$ cat src/rtl/core/bdslp_pkg.sv
// Package for the button debounce / press classifier.
// Register indexes, reset values, field widths and the result beat type.
// No dependencies.
`timescale 1ns / 1ps

package bdslp_pkg;

	// configuration register map
	localparam int CFG_IDX_W  = 2;
	localparam int CFG_DATA_W = 16;
	localparam logic [CFG_IDX_W-1:0] REG_DEBOUNCE   = 2'd0;
	localparam logic [CFG_IDX_W-1:0] REG_LONG_PRESS = 2'd1;

	// register widths and reset values
	localparam int DEBOUNCE_W   = 10;
	localparam int LONG_PRESS_W = 16;
	localparam logic [DEBOUNCE_W-1:0]   DEBOUNCE_RST   = 10'd50;
	localparam logic [LONG_PRESS_W-1:0] LONG_PRESS_RST = 16'd800;

	// default counter width
	localparam int COUNT_WIDTH_DEF = 16;

	// one result beat
	typedef struct packed {
		logic stable_pressed;
		logic short_press;
		logic long_press;
	} result_t;

endpackage

$ cat src/rtl/core/button_debounce_short_long_press_core.sv
// Top level of the button debounce core; uses bdslp_pkg for constants and types.
// A result beat is registered into the main output register, or into skid while main
// holds an untaken beat. Throughput: one tick beat per cycle while in_stall is low;
// per-tick work is two counter increments and two compares between the state registers
// and the output register. Main + skid output stage keeps ticks flowing while a result
// waits. Reset (arst_n, async, low): released, counters zero, config 50 / 800 ticks, output stage empty.
`timescale 1ns / 1ps

module button_debounce_short_long_press_core #(
	parameter int COUNT_WIDTH = bdslp_pkg::COUNT_WIDTH_DEF
) (
	input  logic clk,
	input  logic arst_n,

	// tick channel
	input  logic in_valid,
	output logic in_stall,
	input  logic pin_level,

	// result channel
	output logic out_valid,
	input  logic out_stall,
	output logic stable_pressed,
	output logic short_press,
	output logic long_press,

	// configuration write channel
	input  logic                                cfg_valid,
	output logic                                cfg_ready,
	input  logic [bdslp_pkg::CFG_IDX_W-1:0]    cfg_index,
	input  logic [bdslp_pkg::CFG_DATA_W-1:0]   cfg_data
);

	// compare width wide enough for both the hold counter and the hold register
	localparam int CMP_W = (COUNT_WIDTH > bdslp_pkg::LONG_PRESS_W) ?
		COUNT_WIDTH : bdslp_pkg::LONG_PRESS_W;
	localparam logic [COUNT_WIDTH-1:0] CNT_MAX = {COUNT_WIDTH{1'b1}};

	// ---------------- configuration ----------------
	logic [bdslp_pkg::DEBOUNCE_W-1:0]   debounce_q;
	logic [bdslp_pkg::LONG_PRESS_W-1:0] long_press_q;

	// writes only land while idle is a rule for the user; the block does not enforce it, and the port can always take them
	assign cfg_ready = 1'b1;

	always_ff @(posedge clk or negedge arst_n) begin
		if (!arst_n) begin
			debounce_q   <= bdslp_pkg::DEBOUNCE_RST;
			long_press_q <= bdslp_pkg::LONG_PRESS_RST;
		end else if (cfg_valid && cfg_ready) begin
			case (cfg_index)
				bdslp_pkg::REG_DEBOUNCE: begin
					debounce_q <= cfg_data[bdslp_pkg::DEBOUNCE_W-1:0];
				end
				bdslp_pkg::REG_LONG_PRESS: begin
					long_press_q <= cfg_data[bdslp_pkg::LONG_PRESS_W-1:0];
				end
				default: begin
					// unmapped index: write dropped
				end
			endcase
		end
	end

	// ---------------- debounce / press state ----------------
	logic                   raw_last_q;
	logic                   stable_q;
	logic [COUNT_WIDTH-1:0] steady_q;
	logic [COUNT_WIDTH-1:0] hold_q;
	logic                   long_rep_q;

	logic                   in_acc;
	logic                   raw;
	logic [COUNT_WIDTH-1:0] steady_nx;
	logic                   stable_nx;
	logic                   press_start;
	logic [COUNT_WIDTH-1:0] hold_nx;
	logic                   long_rep_base;
	logic                   long_ev;
	logic                   short_ev;
	logic                   long_rep_nx;
	bdslp_pkg::result_t     res_nx;

	assign in_acc = in_valid && !in_stall;
	assign raw    = ~pin_level;  // active-low pin

	always_comb begin
		// steady counter restarts on any raw edge, else saturating count
		if (raw != raw_last_q) begin
			steady_nx = '0;
		end else if (steady_q == CNT_MAX) begin
			steady_nx = steady_q;
		end else begin
			steady_nx = steady_q + COUNT_WIDTH'(1);
		end

		// stable state follows the raw level once steady long enough
		if (steady_nx >= COUNT_WIDTH'(debounce_q)) begin
			stable_nx = raw;
		end else begin
			stable_nx = stable_q;
		end

		press_start = !stable_q && stable_nx;

		// hold counter: zero at press start, counts while pressed, holds while released
		if (press_start) begin
			hold_nx = '0;
		end else if (stable_nx && (hold_q != CNT_MAX)) begin
			hold_nx = hold_q + COUNT_WIDTH'(1);
		end else begin
			hold_nx = hold_q;
		end

		long_rep_base = press_start ? 1'b0 : long_rep_q;
		long_ev = stable_nx && !long_rep_base &&
			(CMP_W'(hold_nx) >= CMP_W'(long_press_q));
		long_rep_nx = long_rep_base || long_ev;
		short_ev = stable_q && !stable_nx && !long_rep_base;

		res_nx.stable_pressed = stable_nx;
		res_nx.short_press    = short_ev;
		res_nx.long_press     = long_ev;
	end

	always_ff @(posedge clk or negedge arst_n) begin
		if (!arst_n) begin
			raw_last_q <= 1'b0;
			stable_q   <= 1'b0;
			steady_q   <= '0;
			hold_q     <= '0;
			long_rep_q <= 1'b0;
		end else if (in_acc) begin
			raw_last_q <= raw;
			stable_q   <= stable_nx;
			steady_q   <= steady_nx;
			hold_q     <= hold_nx;
			long_rep_q <= long_rep_nx;
		end
	end

	// ---------------- output stage: main register plus skid ----------------
	bdslp_pkg::result_t main_q;
	bdslp_pkg::result_t skid_q;
	logic               main_vld_q;
	logic               skid_vld_q;
	logic               out_take;

	assign out_take  = main_vld_q && !out_stall;
	// stall comes straight from a register; skid full means both slots taken
	assign in_stall  = skid_vld_q;
	assign out_valid = main_vld_q;

	always_ff @(posedge clk or negedge arst_n) begin
		if (!arst_n) begin
			main_vld_q <= 1'b0;
			skid_vld_q <= 1'b0;
		end else begin
			if (skid_vld_q) begin
				// no new beat possible; drain skid into main when taken
				if (out_take) begin
					skid_vld_q <= 1'b0;
				end
			end else if (in_acc) begin
				if (main_vld_q && !out_take) begin
					skid_vld_q <= 1'b1;
				end else begin
					main_vld_q <= 1'b1;
				end
			end else if (out_take) begin
				main_vld_q <= 1'b0;
			end
		end
	end

	always_ff @(posedge clk) begin
		if (skid_vld_q) begin
			if (out_take) begin
				main_q <= skid_q;
			end
		end else if (in_acc) begin
			if (main_vld_q && !out_take) begin
				skid_q <= res_nx;
			end else begin
				main_q <= res_nx;
			end
		end
	end

	assign stable_pressed = main_q.stable_pressed;
	assign short_press    = main_q.short_press;
	assign long_press     = main_q.long_press;

endmodule

$ cat config.mk
export PLATFORM = sky130hd
export DESIGN_NAME = button_debounce_short_long_press_core
export DESIGN_NICKNAME = d
export VERILOG_FILES = /design/src/rtl/core/bdslp_pkg.sv /design/src/rtl/core/button_debounce_short_long_press_core.sv
export SDC_FILE = /design/constraint.sdc
export NUM_CORES = 1
export LEC_CHECK = 0
export BUFFER_PORTS_ARGS = -buffer_cell sky130_fd_sc_hd__buf_2
export CAP_MARGIN = 20
export CELL_PAD_IN_SITES_DETAIL_PLACEMENT = 1
export CELL_PAD_IN_SITES_GLOBAL_PLACEMENT = 2
export CORE_UTILIZATION = 43
export CTS_BUF_LIST = sky130_fd_sc_hd__clkbuf_8
export DETAILED_ROUTE_END_ITERATION = 8
export PLACE_DENSITY = 0.86
export SLEW_MARGIN = 15
export SYNTH_ARGS = -nofsm -noshare
export SYNTH_HDL_FRONTEND = slang
export SYNTH_SLANG_ARGS = --single-unit
$ cat constraint.sdc
create_clock -name clk -period 13.63 [get_ports clk]
set_input_delay 2.726 -clock clk [delete_from_list [all_inputs] [get_ports clk]]
set_output_delay 2.726 -clock clk [all_outputs]
set_load 0.01 [all_outputs]
==> results.cfg, run 1 <==
[setup_path]
critPathLaunchType = primary input
setup.worst_path.class = primary input to flop
critPathMaxStageDelay_ns = 0.67
cpMostUsedCell = a21o_1
worstPathCellList = buf_2 -> xor2_1 -> nand2_1 -> ha_1 -> or3b_1 -> o2111ai_1 -> a211oi_1 -> nor2_1 -> nand3_1 -> o311ai_0 -> o21ai_0 -> ha_1 -> a21o_1 -> a21o_1 -> a21oi_1 -> o21ai_0 -> a21o_1 -> nand3_1 -> a21oi_1
cp_slowest_cell = nor2_1
cp.arrival_ns = 7.69
cp.required_ns = 13.73
end_kind = flop
r2r_setup_slack_ns = 6.87
worst-path-max-fanout = 14

[min_path]
hp-class = flop to flop

[logic_synthesis]
synthXorXnorAreaFrac = 0.0166
ys_async_sr_fraction = 0.913
synth-compound-area-share = 0.198
synthAdderAreaFrac = 0.0739
synth_top_family_by_area = simple AND/OR/NAND/NOR gates
synth_nets = 589
syn_avg_cell_area_um2 = 8.83
synth-simple-area-share = 0.232
synth-main-ff-cell = dfrtp_1
seq_area_frac_synth = 0.372
synth.distinct_cells = 64
synthMuxAreaShare = 0.0517
synth_cells = 537
yosys_warnings = 0
synth.cell_area_um2 = 4740
synth_edf_count = 6
yosys_register_bits = 69

[sta]
hold_ws_ns = 0.516
tightest_slew_ns = 1.01
rsz0062_at_grt = no
post-route-min-period_ns = 7.59
drv_slew = 0
hold_violations = 0
fin_worst_skew_ns = 0.00779
max_slew_margin = 0.322
fin_tns_setup_ns = 0
finalSetupViolations = 0
fmax_ghz = 0.132
fin_crit_sh = 0.557

[drt]
route.antenna.remaining_nets = 0
num_vias = 4190
drt-total-wl_mm = 13.2
drc = 0
drt_iter0_drc = 237
wl_per_cell_um = 19.1
first_pass_iters = 4
viasPerCell = 6.07

[placed_design]
dpl_cell_area_um2 = 4950
place_hpwl_mm = 9.46
gp_congestion = 0.800
io_buffers = 28
post-place-cells = 674

[global_routing]
grt_pass1_vias = 4309
grt_pass1_wl_mm = 22.0
antenna_found_initial = 0
grt_max_degree = 64
grt.overflow.total = 0
grt_util_all_layers = 0.247

[floorplan]
core_area_um2 = 10500
dieArea_um2 = 11400
die_y_um = 107
fp-row-count = 37
die_w_um = 107
start_util = 0.451
boundaryPins = 30

[layout]
fill_cells = 1225
layout_commonest_cell = nand2_1
utilization = 0.491
stdcell_count = 690
mostFrequentLayoutCells = 61 x nand2_1, 57 x dfrtp_1, 38 x o21ai_0
layout-drive-gt1-share = 0.159
final_cell_area_um2 = 5160
antenna_cells = 0
layout.nets = 601
area.growth.synth_to_final_pct = 8.79

[clocking]
clock-sinks = 69
root_buffer = clkbuf_8
ctsResizeCount = 0
cts_max_level = 3
cts_setup_buffers = 0
cts_tree = built
clkTransAtPathRegs_ns = 0.08
hold_buffers = 0
clockBufferDepth = 2
cts_made_buffers = 9
clk-insertion-delay-late_ns = 0.36

[job]
drv_cap = 0

[run_status]
status = finished clean

[power_and_ir_drop]
ir_drop_mv = 0.0569
cellPowerDensity_nw_per_um2 = 155
p_leak_uw = 0.00228
[cell type report]
cell class,count,area [um2],area share
sequential,69,1760,0.342
timing repair buffer,34,185,0.0359
tap,136,170,0.0330
multi-input combinational,405,2720,0.527
inverter,30,113,0.0218
clock buffer,10,138,0.0267
clock inverter,6,67.6,0.0131
[kinds of logic after synthesis]
family	count (synthesis)
adders and majority gates	28
AOI/OAI and AO/OA	138
DFF	69
buffers and inverters	63
xor gates and xnor gates	9
and+or+nand+nor	207
muxes	22
other	1
[synth_stat cells (all sizes together), types with 2 or more instances]
library cell   n  area, um2
xor2           5       43.8
o211ai         6       45.0
and2           4       25.0
dfstp          6        158
o311ai        12        105
a2111oi        2       42.5
nor4          12       96.3
a22o           2       17.5
o21ai         40        200
a211oi         5       37.5
a21o           8       60.1
nor2          28        105
o31ai         13       97.6
nor2b          2       12.5
a31oi          8       50.1
or4            3       22.5
nand3         19       95.1
ha            28        350
nor3b          5       37.5
o22a           4       35.0
nand2b         5       31.3
mux2          20        225
nand2         61        229
and4           2       17.5
a21oi         25        133
nand4         15        109
or2            4       25.0
o21a           4       30.0
edfxtp         6        180
inv           30        113
nor3           9       45.0
dfrtp         57       1430
buf           14       76.3
or3           17        106
xnor2          4       35.0
clkbuf        19       72.6
mux2i          2       20.0
and3          17        106
[final timing paths]
check / startpoint / endpoint / cells past startpoint
min in group asynchronous: arst_n / long_press_q[10] / 2
worst min-delay path: long_press_q[12] / long_press_q[12] / 1
worst max-delay path: pin_level / skid_q[0] / 19
worst max register to register: steady_q[3] / skid_q[0] / 23
max in group asynchronous: arst_n / steady_q[8] / 2
worst min register to register: long_press_q[12] / long_press_q[12] / 1
[state kept, by name (all words and copies together), names as in the netlist, 3 cells and up]
signal	count
debounce_q	10
hold_q	16
long_press_q	16
skid_q	3
steady_q	16
[worst max-delay path: cells and delay by family]
kind	cells	cell delay (ns)
AOI/OAI and AO/OA	10	1.90
buffers and inverters	1	0.19
adders and majority gates	2	0.61
and+or+nand+nor	5	1.82
xor gates and xnor gates	1	0.44
[power breakdown]
group	internal, uW	switching [uW]	leakage (uW)
Clock	91.0	89.7	0.000108
Sequential	249	42.8	0.000831
Combinational	119	205	0.00134
[routing by layer]
| metal | vias up | wire [um] | GRT usage |
|---|---|---|---|
| met3 | 19 | 307 | 0.0426 |
| met5 | - | 0 | 0 |
| li1 | 2000 | - | - |
| met4 | 0 | 324 | 0.0841 |
| met1 | 2124 | 6020 | 0.318 |
| met2 | 47 | 6530 | 0.417 |
[metrics by stage]
stage,worst slack (ns),power [uW]
3_5_place_dp,5.75,620
3_3_place_gp,5.95,605
4_1_cts,6.07,804
5_1_grt,5.50,857
6_report,6.04,797
2_1_floorplan,6.68,525
(Power assumes the default switching activity.)
==> inputs of run 2 (changes only) <==
--- a/config.mk
+++ b/config.mk
@@ -9,10 +9,10 @@
 export CAP_MARGIN = 20
 export CELL_PAD_IN_SITES_DETAIL_PLACEMENT = 1
 export CELL_PAD_IN_SITES_GLOBAL_PLACEMENT = 2
-export CORE_UTILIZATION = 43
+export CORE_UTILIZATION = 36
 export CTS_BUF_LIST = sky130_fd_sc_hd__clkbuf_8
 export DETAILED_ROUTE_END_ITERATION = 8
-export PLACE_DENSITY = 0.86
+export PLACE_DENSITY = 0.76
 export SLEW_MARGIN = 15
 export SYNTH_ARGS = -nofsm -noshare
 export SYNTH_HDL_FRONTEND = slang
==> constraint.sdc (replaced) <==
create_clock -name clk -period 6.9 [get_ports clk]
set_input_delay 1.38 -clock clk [delete_from_list [all_inputs] [get_ports clk]]
set_output_delay 1.38 -clock clk [all_outputs]
set_load 0.01 [all_outputs]
==> results.cfg, run 2 (same netlist as run 1, synthesis figures left out) <==
[run_status]
status = finished clean

[drt]
viasPerCell = 5.68
wl_per_cell_um = 18.6
drc = 0
drt-total-wl_mm = 13.7
first_pass_iters = 4
drt_iter0_drc = 183
num_vias = 4163
route.antenna.remaining_nets = 0

[sta]
fmax_ghz = 0.168
hold_violations = 0
fin_tns_setup_ns = 0
setup_slack_ns = 0.932
tightest_slew_ns = 0.934
max_slew_margin = 0.374
rsz0062_at_grt = no
fin_crit_sh = 0.865
post-route-min-period_ns = 5.97
drv_slew = 0
fin_worst_skew_ns = 0.0137
finalSetupViolations = 0

[power_and_ir_drop]
cellPowerDensity_nw_per_um2 = 296
p_clk_frac = 0.201
ir_drop_mv = 0.121
p_seq_frac = 0.373
swShare = 0.432
p_leak_uw = 0.00229
p_switching_uw = 668
p_int_uw = 878
power_frac_comb = 0.426

[global_routing]
grt_util_all_layers = 0.225
met2_usage = 0.407
grt_pass1_wl_mm = 23.0
met3_usage = 0.0493
grt.overflow.total = 0
grt_pass1_vias = 4412
met1_usage = 0.265
grt_max_degree = 64
top_usage_layer = met2
antenna_found_initial = 0

[setup_path]
critPathLaunchType = flop
setup.worst_path.class = flop to flop
worst-path-max-fanout = 10
end_kind = flop
cp.required_ns = 7.01
critPathMaxStageDelay_ns = 0.45
cp_slowest_cell = a21oi_2
r2r_setup_slack_ns = 0.93
cp.arrival_ns = 6.07

[clocking]
clock-sinks = 69
cts_tree = built
cts_setup_buffers = 0
hold_buffers = 0
clkTransAtPathRegs_ns = 0.08
cts_made_buffers = 9
clk-insertion-delay-late_ns = 0.37
clockBufferDepth = 2
cts_max_level = 3
root_buffer = clkbuf_8
ctsResizeCount = 0

[floorplan]
die_w_um = 117
boundaryPins = 30
die_y_um = 117
start_util = 0.373
fp-row-count = 41
dieArea_um2 = 13600
core_area_um2 = 12700

[layout]
reg.largest.list = hold_q: 16 flops, long_press_q: 16 flops, steady_q: 16 flops
layout-drive-gt1-share = 0.169
area.growth.synth_to_final_pct = 10.2
layout.nets = 608
mostFrequentLayoutCells = 61 x nand2_1, 57 x dfrtp_1, 38 x o21ai_0
antenna_cells = 0
layout_commonest_cell = nand2_1

[placed_design]
gp_congestion = 0.824
io_buffers = 28
place_hpwl_mm = 9.99
pre_cts_ws_ns = 0.773

[min_path]
hp-class = flop to flop

[job]
drv_cap = 0
-- run 2: metrics by stage --
stage	hold slack, ns	instances	utilization	area, um2	power [uW]
detailed placement	0.495	717	0.397	5050	1250
global route	0.540	733	0.411	5220	1680
global placement	0.491	717	0.397	5050	1220
finish	0.509	733	0.411	5220	1550
CTS	0.511	733	0.411	5220	1570
floorplan	0.479	537	-	4740	1040
-- run 2: per-layer routing --
layer / wire, um / up-vias
li1: - / 2010
met3: 296 / 15
met4: 241 / 0
met5: 0 / -
met1: 6040 / 2093
met2: 7070 / 45
-- run 2: area by class of cell --
type | count | area [um2]
clock buffers | 10 | 138
clock inverters | 6 | 38.8
fillers | 1537 | 7500
inverters | 30 | 113
multi-input cells | 405 | 2720
flip-flops and latches | 69 | 1760
well taps | 172 | 215
repair buffers | 41 | 238
-- run 2: worst paths after layout --
path                                        from          endpoint  depth (start not counted)
worst max register to register       steady_q[0]         skid_q[0]                         26
worst min-delay path            long_press_q[14]  long_press_q[14]                          1
worst min register to register  long_press_q[14]  long_press_q[14]                          1
min in group asynchronous                 arst_n  long_press_q[13]                          2
max in group asynchronous                 arst_n       steady_q[3]                          2
worst max-delay path                 steady_q[0]         skid_q[0]                         26
-- run 2: worst max-delay path: cells and delay by family, from the launching register on --
kind	cells	cell delay, ns
compound gates	11	2.09
xor+xnor	1	0.17
fa+ha+maj	3	0.83
buf+inv	2	0.41
flops	1	0.42
simple gates	9	1.79
-- run 2: power groups by stage --
stage,combinational (uW),clock [uW],sequential [uW]
after CTS,668,325,576
final,659,310,576
after global placement,640,0,579
after floorplan,483,0,555
after detailed placement,664,0,584
after global routing,748,340,588
==> inputs of run 3 (changes only) <==
--- a/config.mk
+++ b/config.mk
@@ -5,14 +5,15 @@
 export SDC_FILE = /design/constraint.sdc
 export NUM_CORES = 1
 export LEC_CHECK = 0
-export BUFFER_PORTS_ARGS = -buffer_cell sky130_fd_sc_hd__buf_2
+export BUFFER_PORTS_ARGS = -buffer_cell sky130_fd_sc_hd__clkbuf_2
 export CAP_MARGIN = 20
 export CELL_PAD_IN_SITES_DETAIL_PLACEMENT = 1
 export CELL_PAD_IN_SITES_GLOBAL_PLACEMENT = 2
-export CORE_UTILIZATION = 36
+export CORE_MARGIN = 3
+export CORE_UTILIZATION = 35
 export CTS_BUF_LIST = sky130_fd_sc_hd__clkbuf_8
 export DETAILED_ROUTE_END_ITERATION = 8
-export PLACE_DENSITY = 0.76
+export PLACE_DENSITY = 0.74
 export SLEW_MARGIN = 15
 export SYNTH_ARGS = -nofsm -noshare
 export SYNTH_HDL_FRONTEND = slang
==> results.cfg, run 3 (same netlist as run 1, synthesis figures left out) <==
[drt]
drt_iter0_drc = 152
viasPerCell = 5.64
drt-total-wl_mm = 13.7
num_vias = 4131
drc = 0
route.antenna.remaining_nets = 0
wl_per_cell_um = 18.7
first_pass_iters = 5

[global_routing]
grt.overflow.total = 0
antenna_found_initial = 0
grt_pass1_vias = 4433
grt_pass1_wl_mm = 22.7
grt_max_degree = 64
grt_util_all_layers = 0.195

[sta]
fin_worst_skew_ns = 0.00841
fin_crit_sh = 0.857
max_slew_margin = 0.389
fin_tns_setup_ns = 0
drv_slew = 0
finalSetupViolations = 0
tightest_slew_ns = 0.912
fmax_ghz = 0.169
hold_violations = 0
rsz0062_at_grt = no
post-route-min-period_ns = 5.91

[power_and_ir_drop]
cellPowerDensity_nw_per_um2 = 294
p_clk_frac = 0.190
power_frac_comb = 0.433
p_int_uw = 868
p_leak_uw = 0.00229
p_seq_frac = 0.377
p_switching_uw = 660
swShare = 0.432
ir_drop_mv = 0.134

[clocking]
hold_buffers = 0
cts_made_buffers = 9
cts_setup_buffers = 0
clock-sinks = 69
clockBufferDepth = 2
clkTransAtPathRegs_ns = 0.08
clk-insertion-delay-late_ns = 0.37
ctsResizeCount = 0
root_buffer = clkbuf_8
cts_tree = built
cts_max_level = 3

[floorplan]
fp-row-count = 41
core_area_um2 = 12900
die_w_um = 122
dieArea_um2 = 15000
die_y_um = 122
start_util = 0.367
boundaryPins = 30

[layout]
mostFrequentLayoutCells = 61 x nand2_1, 57 x dfrtp_1, 38 x o21ai_0
area.growth.synth_to_final_pct = 9.71
layout-drive-gt1-share = 0.162
layout_commonest_cell = nand2_1
utilization = 0.402
reg.largest.list = hold_q: 16 flops, long_press_q: 16 flops, steady_q: 16 flops
antenna_cells = 0
layout.nets = 608

[setup_path]
worst-path-max-fanout = 16
end_kind = flop
setup.worst_path.class = flop to flop
cp.arrival_ns = 6.03
critPathLaunchType = flop
cp.required_ns = 7.01

[placed_design]
io_buffers = 28
place_hpwl_mm = 9.86
gp_congestion = 0.786

[job]
drv_cap = 0

[min_path]
hp-class = flop to flop

[run_status]
status = finished clean
==> run 3: cell type report <==
class	instances	area [um2]
clock inverter	7	32.5
clock buffer	9	124
multi-input combinational	405	2720
tap	172	215
inverter	30	113
fill	1553	7730
sequential	69	1760
timing repair buffer	41	235
==> run 3: final timing paths <==
path | from | cells past startpoint | slack, ns | to
worst min-delay path | long_press_q[11] | 1 | 0.51 | long_press_q[11]
worst max register to register | steady_q[0] | 24 | 0.99 | skid_q[0]
max in group asynchronous | arst_n | 2 | 5.12 | steady_q[15]
worst max-delay path | steady_q[0] | 24 | 0.99 | skid_q[0]
min in group asynchronous | arst_n | 2 | 1.22 | hold_q[7]
worst min register to register | long_press_q[11] | 1 | 0.51 | long_press_q[11]
==> run 3: layer usage <==
metal / global-route usage / wire (um)
met1: 0.236 / 6130
met2: 0.338 / 6840
met3: 0.0456 / 366
met4: 0.0735 / 378
met5: 0 / 0
==> run 3: per-stage QoR <==
step / total power (uW) / setup WS, ns / instance area, um2 / instances / hold slack, ns
detailed placement: 1240 / 0.381 / 5040 / 716 / 0.494
finish: 1530 / 0.985 / 5200 / 733 / 0.507
CTS: 1550 / 0.784 / 5190 / 732 / 0.512
global route: 1660 / 0.380 / 5200 / 733 / 0.523
global placement: 1220 / 0.561 / 5040 / 716 / 0.490
floorplan: 1040 / 1.29 / 4740 / 537 / 0.479
==> run 3: power by group through the flow <==
stage                     Clock [uW]  Sequential [uW]  Combinational (uW)
after global placement             0              578                 641
after floorplan                    0              555                 483
after detailed placement           0              583                 661
final                            290              577                 662
after global routing             320              589                 754
after CTS                        302              576                 668
==> run 3: worst max-delay path, cell delays in order (launching register included) <==
cell and delay, ns:
dfrtp_1 0.42, ha_1 0.24, and3_1 0.20, nand3_1 0.20, nor2_1 0.10, nor2_1 0.47, nand3_1 0.20, xor2_1 0.20
nor2_1 0.06, ha_1 0.30, a211o_1 0.26, a21oi_1 0.22, a211oi_1 0.12, or3_1 0.42, a21oi_2 0.53, o311ai_0 0.30
o21ai_0 0.18, ha_1 0.29, a21o_1 0.18, a21o_1 0.17, a21oi_1 0.13, o21ai_0 0.13, a21o_1 0.21, nand3_1 0.11
a21oi_1 0.05
